File: config.mk
export PLATFORM = sky130hd
export DESIGN_NAME = tick_timer_with_reload
export DESIGN_NICKNAME = d
export VERILOG_FILES = /design/src/hw/rtl/tt_pkg.sv /design/src/hw/rtl/tt_in_stage.sv /design/src/hw/rtl/tt_core.sv /design/src/hw/rtl/tick_timer_with_reload.sv
export SDC_FILE = /design/constraint.sdc
export NUM_CORES = 1
export LEC_CHECK = 0
export ABC_CLOCK_PERIOD_IN_PS = 4200
export BUFFER_PORTS_ARGS = -buffer_cell sky130_fd_sc_hd__buf_2
export CORE_ASPECT_RATIO = 0.75
export CORE_MARGIN = 2
export CORE_UTILIZATION = 45
export DETAILED_ROUTE_END_ITERATION = 10
export PLACE_DENSITY_LB_ADDON = 0.3
export SETUP_SLACK_MARGIN = 0.4
export SLEW_MARGIN = 10
export SYNTH_ARGS = -nofsm -noshare
export SYNTH_HDL_FRONTEND = slang
export SYNTH_SLANG_ARGS = --single-unit
File: constraint.sdc
create_clock -name clk_i -period 4.2 [get_ports clk_i]
set_clock_uncertainty 0.05 [all_clocks]
set_input_delay 0.63 -clock clk_i [delete_from_list [all_inputs] [get_ports clk_i]]
set_output_delay 0.63 -clock clk_i [all_outputs]
set_load 0.1 [all_outputs]
File: src/hw/rtl/tt_pkg.sv
// ----------------------------------------------------------------------------
// tt_pkg: shared types and constants of the tick timer
// Item structs, register select codes and the period constants.
// ----------------------------------------------------------------------------
package tt_pkg;

  localparam int unsigned CPU_CLOCK_HZ    = 4194304;
  localparam int unsigned DIVIDER_RATE_HZ = 16384;

  // selectable counter rates, indexed by control bits 1:0
  localparam int unsigned FREQ_0 = 4096;
  localparam int unsigned FREQ_1 = 262144;
  localparam int unsigned FREQ_2 = 65536;
  localparam int unsigned FREQ_3 = 16384;

  // a period that truncates to zero is used as one
  localparam int unsigned DIV_PERIOD_RAW = CPU_CLOCK_HZ / DIVIDER_RATE_HZ;
  localparam int unsigned DIV_PERIOD     = (DIV_PERIOD_RAW == 0) ? 1 : DIV_PERIOD_RAW;
  localparam int unsigned CNT_PERIOD_0   = (CPU_CLOCK_HZ / FREQ_0 == 0) ? 1 : CPU_CLOCK_HZ / FREQ_0;
  localparam int unsigned CNT_PERIOD_1   = (CPU_CLOCK_HZ / FREQ_1 == 0) ? 1 : CPU_CLOCK_HZ / FREQ_1;
  localparam int unsigned CNT_PERIOD_2   = (CPU_CLOCK_HZ / FREQ_2 == 0) ? 1 : CPU_CLOCK_HZ / FREQ_2;
  localparam int unsigned CNT_PERIOD_3   = (CPU_CLOCK_HZ / FREQ_3 == 0) ? 1 : CPU_CLOCK_HZ / FREQ_3;

  localparam int unsigned DIV_ACC_W = 10;
  localparam int unsigned CNT_ACC_W = 16;

  localparam logic [1:0] CTL_RATE_MASK = 2'b11;
  localparam int unsigned CTL_RUN_BIT  = 2;

  typedef enum logic {
    OP_TICK  = 1'b0,
    OP_WRITE = 1'b1
  } opcode_e;

  typedef enum logic [1:0] {
    REG_DIV = 2'd0,
    REG_CNT = 2'd1,
    REG_MOD = 2'd2,
    REG_CTL = 2'd3
  } reg_sel_e;

  typedef struct packed {
    logic [0:0] opcode;
    logic [1:0] reg_select;
    logic [7:0] write_value;
    logic [7:0] tick_cycles;
  } in_item_t;

  typedef struct packed {
    logic [7:0] divider_value;
    logic [7:0] counter_value;
    logic [7:0] modulo_value;
    logic [7:0] control_value;
    logic [0:0] timer_irq;
  } out_item_t;

  function automatic logic [CNT_ACC_W-1:0] cnt_period(input logic [1:0] rate);
    logic [CNT_ACC_W-1:0] p;
    case (rate)
      2'd0:    p = CNT_ACC_W'(CNT_PERIOD_0);
      2'd1:    p = CNT_ACC_W'(CNT_PERIOD_1);
      2'd2:    p = CNT_ACC_W'(CNT_PERIOD_2);
      default: p = CNT_ACC_W'(CNT_PERIOD_3);
    endcase
    return p;
  endfunction

endpackage

File: src/hw/rtl/tt_in_stage.sv
// ----------------------------------------------------------------------------
// tt_in_stage: input register of the tick timer
// Captures one item per cycle unless stalled, holds it until the core takes it.
// ----------------------------------------------------------------------------
module tt_in_stage import tt_pkg::*; (
  input  logic     clk_i,
  input  logic     rst_ni,
  input  logic     in_valid_i,
  output logic     in_stall_o,
  input  in_item_t in_item_i,
  output logic     fwd_valid_o,
  output in_item_t fwd_item_o,
  input  logic     fwd_ready_i
);

  logic     valid_q, valid_d;
  in_item_t item_q;
  logic     load;

  assign in_stall_o = valid_q && !fwd_ready_i;
  assign load       = in_valid_i && !in_stall_o;

  always_comb begin
    valid_d = valid_q;
    if (fwd_ready_i || !valid_q) begin
      valid_d = in_valid_i;
    end
  end

  always_ff @(posedge clk_i or negedge rst_ni) begin
    if (!rst_ni) begin
      valid_q <= 1'b0;
    end else begin
      valid_q <= valid_d;
    end
  end

  always_ff @(posedge clk_i) begin
    if (load) begin
      item_q <= in_item_i;
    end
  end

  assign fwd_valid_o = valid_q;
  assign fwd_item_o  = item_q;

endmodule

File: src/hw/rtl/tt_core.sv
// ----------------------------------------------------------------------------
// tt_core: timer state and result register
// Applies one write or tick per cycle unless stalled and registers the state.
// ----------------------------------------------------------------------------
module tt_core import tt_pkg::*; (
  input  logic      clk_i,
  input  logic      rst_ni,
  input  logic      item_valid_i,
  input  in_item_t  item_i,
  output logic      ready_o,
  output logic      out_valid_o,
  input  logic      out_stall_i,
  output out_item_t out_item_o
);

  logic [7:0]           divider_q, divider_d;
  logic [7:0]           counter_q, counter_d;
  logic [7:0]           modulo_q, modulo_d;
  logic [7:0]           control_q, control_d;
  logic [DIV_ACC_W-1:0] div_acc_q, div_acc_d;
  logic [CNT_ACC_W-1:0] cnt_acc_q, cnt_acc_d;
  logic                 out_valid_q, out_valid_d;
  out_item_t            out_item_q;
  logic                 irq;
  logic                 fire;

  logic [DIV_ACC_W-1:0] div_sum;
  logic                 div_step;
  logic [CNT_ACC_W:0]   cnt_sum;
  logic [CNT_ACC_W-1:0] cnt_sat;
  logic [CNT_ACC_W-1:0] period;
  logic [7:0]           cnt_inc;

  assign ready_o = !out_valid_q || !out_stall_i;
  assign fire    = item_valid_i && ready_o;

  always_comb begin
    // remainder stays below the period, so one subtract settles the quotient
    div_sum  = div_acc_q + DIV_ACC_W'(item_i.tick_cycles);
    div_step = div_sum >= DIV_ACC_W'(DIV_PERIOD);
    cnt_sum  = {1'b0, cnt_acc_q} + (CNT_ACC_W + 1)'(item_i.tick_cycles);
    cnt_sat  = cnt_sum[CNT_ACC_W] ? {CNT_ACC_W{1'b1}} : cnt_sum[CNT_ACC_W-1:0];
    period   = cnt_period(control_q[1:0]);
    cnt_inc  = counter_q + 8'd1;
  end

  always_comb begin
    divider_d = divider_q;
    counter_d = counter_q;
    modulo_d  = modulo_q;
    control_d = control_q;
    div_acc_d = div_acc_q;
    cnt_acc_d = cnt_acc_q;
    irq       = 1'b0;
    if (item_i.opcode == OP_WRITE) begin
      case (reg_sel_e'(item_i.reg_select))
        REG_DIV: divider_d = 8'd0;
        REG_CNT: counter_d = item_i.write_value;
        REG_MOD: modulo_d  = item_i.write_value;
        REG_CTL: begin
          control_d = item_i.write_value;
          // rate change or timer switched on restarts both accumulators
          if ((control_q[1:0] & CTL_RATE_MASK) != (item_i.write_value[1:0] & CTL_RATE_MASK) ||
              (!control_q[CTL_RUN_BIT] && item_i.write_value[CTL_RUN_BIT])) begin
            div_acc_d = '0;
            cnt_acc_d = '0;
          end
        end
        default: ;
      endcase
    end else begin
      div_acc_d = div_step ? div_sum - DIV_ACC_W'(DIV_PERIOD) : div_sum;
      divider_d = divider_q + {7'd0, div_step};
      cnt_acc_d = cnt_sat;
      if (control_q[CTL_RUN_BIT] && cnt_sat >= period) begin
        cnt_acc_d = cnt_sat - period;
        if (cnt_inc == 8'd0) begin
          counter_d = modulo_q;
          irq       = 1'b1;
        end else begin
          counter_d = cnt_inc;
        end
      end
    end
  end

  always_comb begin
    out_valid_d = out_valid_q;
    if (ready_o) begin
      out_valid_d = item_valid_i;
    end
  end

  always_ff @(posedge clk_i or negedge rst_ni) begin
    if (!rst_ni) begin
      divider_q   <= '0;
      counter_q   <= '0;
      modulo_q    <= '0;
      control_q   <= '0;
      div_acc_q   <= '0;
      cnt_acc_q   <= '0;
      out_valid_q <= 1'b0;
    end else begin
      out_valid_q <= out_valid_d;
      if (fire) begin
        divider_q <= divider_d;
        counter_q <= counter_d;
        modulo_q  <= modulo_d;
        control_q <= control_d;
        div_acc_q <= div_acc_d;
        cnt_acc_q <= cnt_acc_d;
      end
    end
  end

  always_ff @(posedge clk_i) begin
    if (fire) begin
      out_item_q.divider_value <= divider_d;
      out_item_q.counter_value <= counter_d;
      out_item_q.modulo_value  <= modulo_d;
      out_item_q.control_value <= control_d;
      out_item_q.timer_irq     <= irq;
    end
  end

  assign out_valid_o = out_valid_q;
  assign out_item_o  = out_item_q;

endmodule

File: src/hw/rtl/tick_timer_with_reload.sv
// ----------------------------------------------------------------------------
// tick_timer_with_reload: divider / counter / modulo / control timer
// Each input item is a register write or a tick of elapsed machine cycles,
// and each yields one result with the register state after it.
//
// Input channel: in_valid_i / in_stall_o carry in_item_i; a transfer occurs
// when valid is high and stall is low. Output channel: out_valid_o /
// out_stall_i carry out_item_o in the same way.
// Each item passes the input register, then its result the result register.
// Throughput: one item per cycle unless stalled; the state update is a few
// adds and compares between the input register and the result register.
// Reset clears all timer registers, both accumulators and both valid flags.
// While the receiver stalls the result register holds; the input register
// still takes an item if empty, then in_stall_o rises until the result moves.
// ----------------------------------------------------------------------------
module tick_timer_with_reload import tt_pkg::*; (
  input  logic      clk_i,
  input  logic      rst_ni,
  input  logic      in_valid_i,
  output logic      in_stall_o,
  input  in_item_t  in_item_i,
  output logic      out_valid_o,
  input  logic      out_stall_i,
  output out_item_t out_item_o
);

  logic     fwd_valid;
  logic     fwd_ready;
  in_item_t fwd_item;

  tt_in_stage u_in_stage (
    .clk_i       (clk_i),
    .rst_ni      (rst_ni),
    .in_valid_i  (in_valid_i),
    .in_stall_o  (in_stall_o),
    .in_item_i   (in_item_i),
    .fwd_valid_o (fwd_valid),
    .fwd_item_o  (fwd_item),
    .fwd_ready_i (fwd_ready)
  );

  tt_core u_core (
    .clk_i        (clk_i),
    .rst_ni       (rst_ni),
    .item_valid_i (fwd_valid),
    .item_i       (fwd_item),
    .ready_o      (fwd_ready),
    .out_valid_o  (out_valid_o),
    .out_stall_i  (out_stall_i),
    .out_item_o   (out_item_o)
  );

endmodule

; ---- Yosys cells after proc, flatten, opt, wreduce, memory -nomap -nowiden
; Index checks and enable logic that the tools add are counted.
[word_totals]
reg_bits = 112
latch_bits = 0
mem_bits_rw = 0
mem_bits_ro = 0
inputBits = 23
out_inout_bits = 35
n_memories = 0
[op_classes]
addsub = 6
mul = 0
n_div = 0
n_lt_le_gt_ge = 2
eq_ne = 8
shifts = 0
muxes = 21
bitwise = 1
reduce_logical = 19
[ops]
columns = op, count
row1 = $mux W16, 5
row2 = $mux W8, 10
row3 = $mux W10, 4
row4 = $pmux W11 S3, 1
row5 = $add A16 B8 Y17, 1
row6 = $ge A16 B16 Y1, 1
row7 = $sub A16 B16 Y16, 1
row8 = $add A10 B8 Y10, 1
row9 = $ge A10 B9 Y1 const B, 1
row10 = $sub A10 B9 Y10 const B, 1
row11 = $add A8 B1 Y8, 1
row12 = $add A8 B1 Y8 const B, 1
row13 = $logic_not A8 Y1, 1
row14 = $eq A2 B2 Y1 const B, 3
row15 = $logic_not A1 Y1, 6
row16 = $logic_and A1 B1 Y1, 5
row17 = $eq A2 B1 Y1 const B, 2
row18 = $logic_not A2 Y1, 2
row19 = $ne A2 B1 Y1 const B, 2
row20 = $logic_or A1 B1 Y1, 3
row21 = $reduce_and A3 Y1, 1
row22 = $ne A2 B2 Y1, 1
row23 = $reduce_or A2 Y1, 1
row24 = $mux W1, 1
row25 = $not A1 Y1, 1

; ---- Logic depth before layout (Yosys ltp)
[logic_depth]
depth_word = 6
ltp_mapped = 20

; ---- Modules after synthesis
; A second synthesis with hierarchy kept.
[unflattened]
hier_cells = 633
area_unflattened_um2 = 6398.6
[modules_own_cells]
columns = module, instances, cells_per_inst, area_per_inst_um2
row1 = tt_core, 1, 609, 5770.5
row2 = tt_in_stage, 1, 24, 628.1

; ---- Worst setup path before layout
; No wires, ideal clock.
[synth_timing]
path_type = register to register
start = register u_in_stage.item_q (netlist bit u_in_stage.fwd_item_o[0])
end = register u_core.cnt_acc_q[13]
setup_time_ns = 0.122
arrival_ns = 4.104
required_ns = 4.028
setup_slack_ns = -0.076
path_stages_with_launch = 20
synth_period_minus_slack_ns = 4.276
cell_sequence = edfxtp_1 ha_1 fa_1 a211oi_2 o211ai_1 and2_1 buf_6 nor2_1 ha_1 ha_1 nor2b_1 a2111oi_0 nand3_1 a21o_1 and2_1 clkbuf_1 o21a_1 buf_6 a311o_1 a32o_1
[synth_between]
elab_chain_cells = 6
elab_cells_between_ends = 7
[synth_rtl]
columns = item, line
row1 = start: declaration, tt_in_stage.sv:17  ; in_item_t item_q;
row2 = start signal: assignment, tt_in_stage.sv:40  ; item_q <= in_item_i;
row3 = $add A16 B8 Y17 *, tt_core.sv:41  ; cnt_sum = {1'b0, cnt_acc_q} + (CNT_ACC_W + 1)'(item_i.tick_cycles);
row4 = $mux W16 *, tt_core.sv:42  ; cnt_sat = cnt_sum[CNT_ACC_W] ? {CNT_ACC_W{1'b1}} : cnt_sum[CNT_ACC_W-1:0];
row5 = $ge A16 B16 Y1, tt_core.sv:75  ; if (control_q[CTL_RUN_BIT] && cnt_sat >= period) begin
row6 = $logic_and A1 B1 Y1, tt_core.sv:75
row7 = $mux W16 *, tt_core.sv:75
row8 = $mux W16 *, tt_core.sv:55  ; if (item_i.opcode == OP_WRITE) begin
row9 = end signal: assignment, tt_core.sv:111  ; cnt_acc_q <= cnt_acc_d;
row10 = end: declaration, tt_core.sv:21  ; logic [CNT_ACC_W-1:0] cnt_acc_q, cnt_acc_d;
; Mark *: on every way between the ends. The rest lies on a longest branch, timed or not.
; A chain may end at the register's enable or synchronous reset.

; ---- Worst setup path after layout
; Same ends and word-level chain as after synthesis.

==> results.yml <==
pwr:
  power_switching_share_pct: 42.6
  power.net_switching_uw: 2600
  power_frac_comb_pct: 57.1
  peakVddDrop_v: 0.000441
  p_leak_uw: 0.00342
  p_int_uw: 3510
  seq_power_share_pct: 27.5
  total_power_uw: 6110
  power_density_nw_per_um2: 777
  power_frac_clock_pct: 15.4
global_routing:
  grt_start_max_net_pins: 75
  grt.total_usage_pct: 21.3
  gr-total-overflow: 0
  antenna_found_initial: 0
  grt_pass1_wl_mm: 25.3
  grt_pass1_vias: 4958
drt:
  drtIter0Drc: 453
  firstDrtPassIters: 5
  drc: 0
  vias: 5238
  ant_nets: 0
  avgRoutedWirePerCell_um: 17.9
  viasPerCell: 5.77
  routed_wl_mm: 16.3
setup_path:
  rr_endpoint: "u_core.cnt_acc_q[13]"
  path_buf_inv: 1
  cp.arrival_ns: 4.18
  required_ns: 4.39
  r2r_slack_ns: 0.22
  path_cells: "ha_2, fa_2, a211oi_4, o21ai_2, xnor2_1, nand2_2, ha_4, nor2b_4, a2111oi_4, nand3_1, a21o_1, and2_4, o21a_4, buf_6, a311o_1, a32o_1"
  cp-start-kind: "flip-flop"
  r2r-start: "u_in_stage.fwd_item_o[0]"
  end_kind: "flip-flop"
  startpoint: "u_in_stage.fwd_item_o[0]"
  path_depth: 16
  r2r_cells: 16
  worstPathMaxFanout: 4
  critPathCapture: "u_core.cnt_acc_q[13]"
  cpLargestDelayFamily: "compound AO/OA/AOI/OAI gates"
  worstSetupPathType: "reg2reg"
  slowest_stage: "edfxtp_1"
  cp_slowest_stage_delay_ns: 0.41
yosys:
  yosys.area_share.adder_pct: 5.37
  synth_flop_cell: "dfrtp_1"
  seq_area_frac_synth_pct: 48.3
  yosysWarningCount: 0
  synthCells: 627
  syn_area_um2: 6340
  postSynth.asyncResetShare_pct: 53.6
  synth_fp_nets: 676
  synth_enable_flop_cells: 52
  synth-compound-area-share_pct: 15.2
  synth_area_per_cell_um2: 10.1
  synth_simple_gate_area_share_pct: 16.9
  synth_top_family_by_area: "simple AND/OR/NAND/NOR gates"
  synth_cell_types: 66
  synth_xor_area_share_pct: 4.15
  synthMuxAreaShare_pct: 7.19
  synth_area_leaders: "edfxtp_1 (25%), dfrtp_1 (24%), nand2_1 (7.8%)"
  synth.ff_latch_count: 112
  yosysTopAreaCell: "edfxtp_1"
  synth_top_area_share_pct: 24.6
cells_and_area:
  area_growth_pct: 24.1
  drive_gt1_share_pct: 28.2
  final_util_pct: 57.2
  final_area_um2: 7870
  n_antenna_cell: 0
  fillCellCount: 1131
  final_nets: 777
sta:
  final.setup.tns_ns: 0
  worst-slew-pin-transition_ns: 1.10
  rsz0062_at_grt: "yes"
  finalCriticalPeriod_ns: 3.98
  fmax_mhz: 251
  setup_viol: 0
  hold_viol: 0
  slew_headroom_pct: 26.3
  finalMaxSlewViolations: 0
  finalCritPeriodShare_pct: 94.8
floorplan:
  core_area_um2: 13700
  floorplan.initialDensity_pct: 46.1
  dieWidth_um: 141
  ios: 58
  die_area_um2: 15100
  num_rows: 37
  fp.dieH_um: 107
cts:
  insertion_delay_ns: 0.36
  cts_root_buf: "clkbuf_16"
  cts_buffer_depth: 2
  holdBufCountCts: 0
  clock-sinks: 112
  clk_pin_slew_ns: 0.09
  cts_tree: "done"
  htree_levels: 3
  numCtsBuffers: 9
min_path:
  min_path_type: "in2async"
status:
  status: "complete, no violations"
placed_design:
  gp_congestion: 0.843
  io_buffers: 57
  hpwl_mm: 10.7
  place_area_um2: 6900
flow_run:
  cap_violations: 0
==> what timing repair did <==
| action | 4_1_cts | 5_1_grt |
|---|---|---|
| hold endpoints to repair | 0 | 0 |
| buffers inserted | 22 | 20 |
| pin swaps | 12 | 21 |
| endpoints found under the setup margin | 29 | 38 |
| gates cloned | 0 | 1 |
| resized for setup | 8 | 59 |
==> final cells by class <==
cell class	instances	area [um2]	area share, %
multi-input cells	473	3360	42.8
flip-flops and latches	112	3060	38.9
clock buffers	9	225	2.86
clock inverters	7	106	1.35
inverters	15	56.3	0.716
well taps	175	219	2.78
repair buffers	117	831	10.6
==> cell usage in the layout (no fill, tap or decap), types with 3 or more instances in the layout <==
cell,Yosys,final
a21oi_2,1,3
or2_2,3,3
nand4_1,6,6
and2_4,0,4
nand3_1,22,22
inv_1,14,13
a22o_1,3,3
buf_2,1,57
buf_4,2,43
and2_1,8,5
o31ai_1,5,5
mux2_2,20,20
xnor2_1,22,22
a221o_1,4,4
dfrtp_1,60,60
mux2i_1,23,20
ha_1,24,18
ha_4,0,3
ha_2,0,3
edfxtp_1,52,52
xor2_1,8,8
buf_6,2,14
clkbuf_16,0,10
o21ai_0,35,28
o21bai_1,6,6
nor3_1,9,4
mux2i_2,0,3
nor2_1,20,18
nand2_1,132,131
o211ai_1,12,12
nor3_4,0,3
o21ai_1,11,18
a21oi_1,24,22
nand2b_1,12,12
and3_1,9,9
a21o_1,7,7
==> how the worst min path moves through the flow <==
stage                                    from                  endpoint
after floorplan                        rst_ni       u_core.cnt_acc_q[0]
after global placement    u_core.control_q[4]       u_core.control_q[4]
final                                  rst_ni       u_core.div_acc_q[3]
after global routing             in_item_i[4]  u_in_stage.fwd_item_o[4]
after CTS                              rst_ni       u_core.div_acc_q[3]
after detailed placement  u_core.control_q[5]       u_core.control_q[5]
==> registers in the layout (all words and copies together), names as in the netlist <==
| register | cells |
|---|---|
| u_core.cnt_acc_q | 16 |
| u_core.counter_q | 8 |
| u_core.out_valid_o | 1 |
| u_in_stage.fwd_item_o | 19 |
| u_core.control_q | 8 |
| u_core.div_acc_q | 10 |
| u_core.divider_q | 8 |
| u_core.modulo_q | 8 |
| u_core.out_item_o | 33 |
| u_in_stage.fwd_valid_o | 1 |
==> stage by stage <==
stage / setup slack (ns) / hold slack, ns / instances
2_1_floorplan: 0.230 / 0.284 / 627
3_3_place_gp: 0.157 / 0.403 / 849
3_5_place_dp: 0.0831 / 0.408 / 849
4_1_cts: 0.346 / 0.359 / 887
5_1_grt: 0.130 / 0.377 / 908
6_report: 0.219 / 0.330 / 908
==> power by group through the flow <==
stage	combinational [uW]	clock [uW]	sequential, uW
6_report	3490	941	1680
5_1_grt	3740	999	1720
4_1_cts	2810	953	1670
3_5_place_dp	2470	0	1690
3_3_place_gp	2430	0	1670
2_1_floorplan	1590	0	1990
==> per-layer routing <==
metal  vias up  part of all wire (%)  global-route usage [%]
met4         0                   1.7                    6.36
met2       184                    46                    33.2
li1       2466                     -                       -
met5         -                     0                       0
met1      2561                    46                    30.4
met3        27                   5.5                    4.15
==> cells by family after synthesis <==
group / Yosys count
AO/OA/AOI/OAI: 139
XOR/XNOR: 30
adder cells (fa/ha/maj): 26
buffers and inverters: 42
flip-flops: 112
multiplexers: 43
AND/OR/NAND/NOR: 235
==> worst register-to-register path: stages (launching register included) <==
cell and delay, ns:
edfxtp_1 0.41, ha_2 0.22, fa_2 0.37, a211oi_4 0.26, o21ai_2 0.15, xnor2_1 0.26
nand2_2 0.13, ha_4 0.26, nor2b_4 0.13, a2111oi_4 0.21, nand3_1 0.18, a21o_1 0.23
and2_4 0.14, o21a_4 0.23, buf_6 0.14, a311o_1 0.25, a32o_1 0.26
==> synth_stat cells (12+ instances only) <==
| master | n |
|---|---|
| edfxtp_1 | 52 |
| mux2_2 | 20 |
| nand2_1 | 132 |
| nand2b_1 | 12 |
| nor2_1 | 20 |
| inv_1 | 14 |
| o21ai_0 | 35 |
| xnor2_1 | 22 |
| mux2i_1 | 23 |
| a21oi_1 | 24 |
| dfrtp_1 | 60 |
| nand3_1 | 22 |
| clkbuf_1 | 19 |
| o211ai_1 | 12 |
| ha_1 | 24 |
Note: power is estimated with default switching activity, not from simulation.
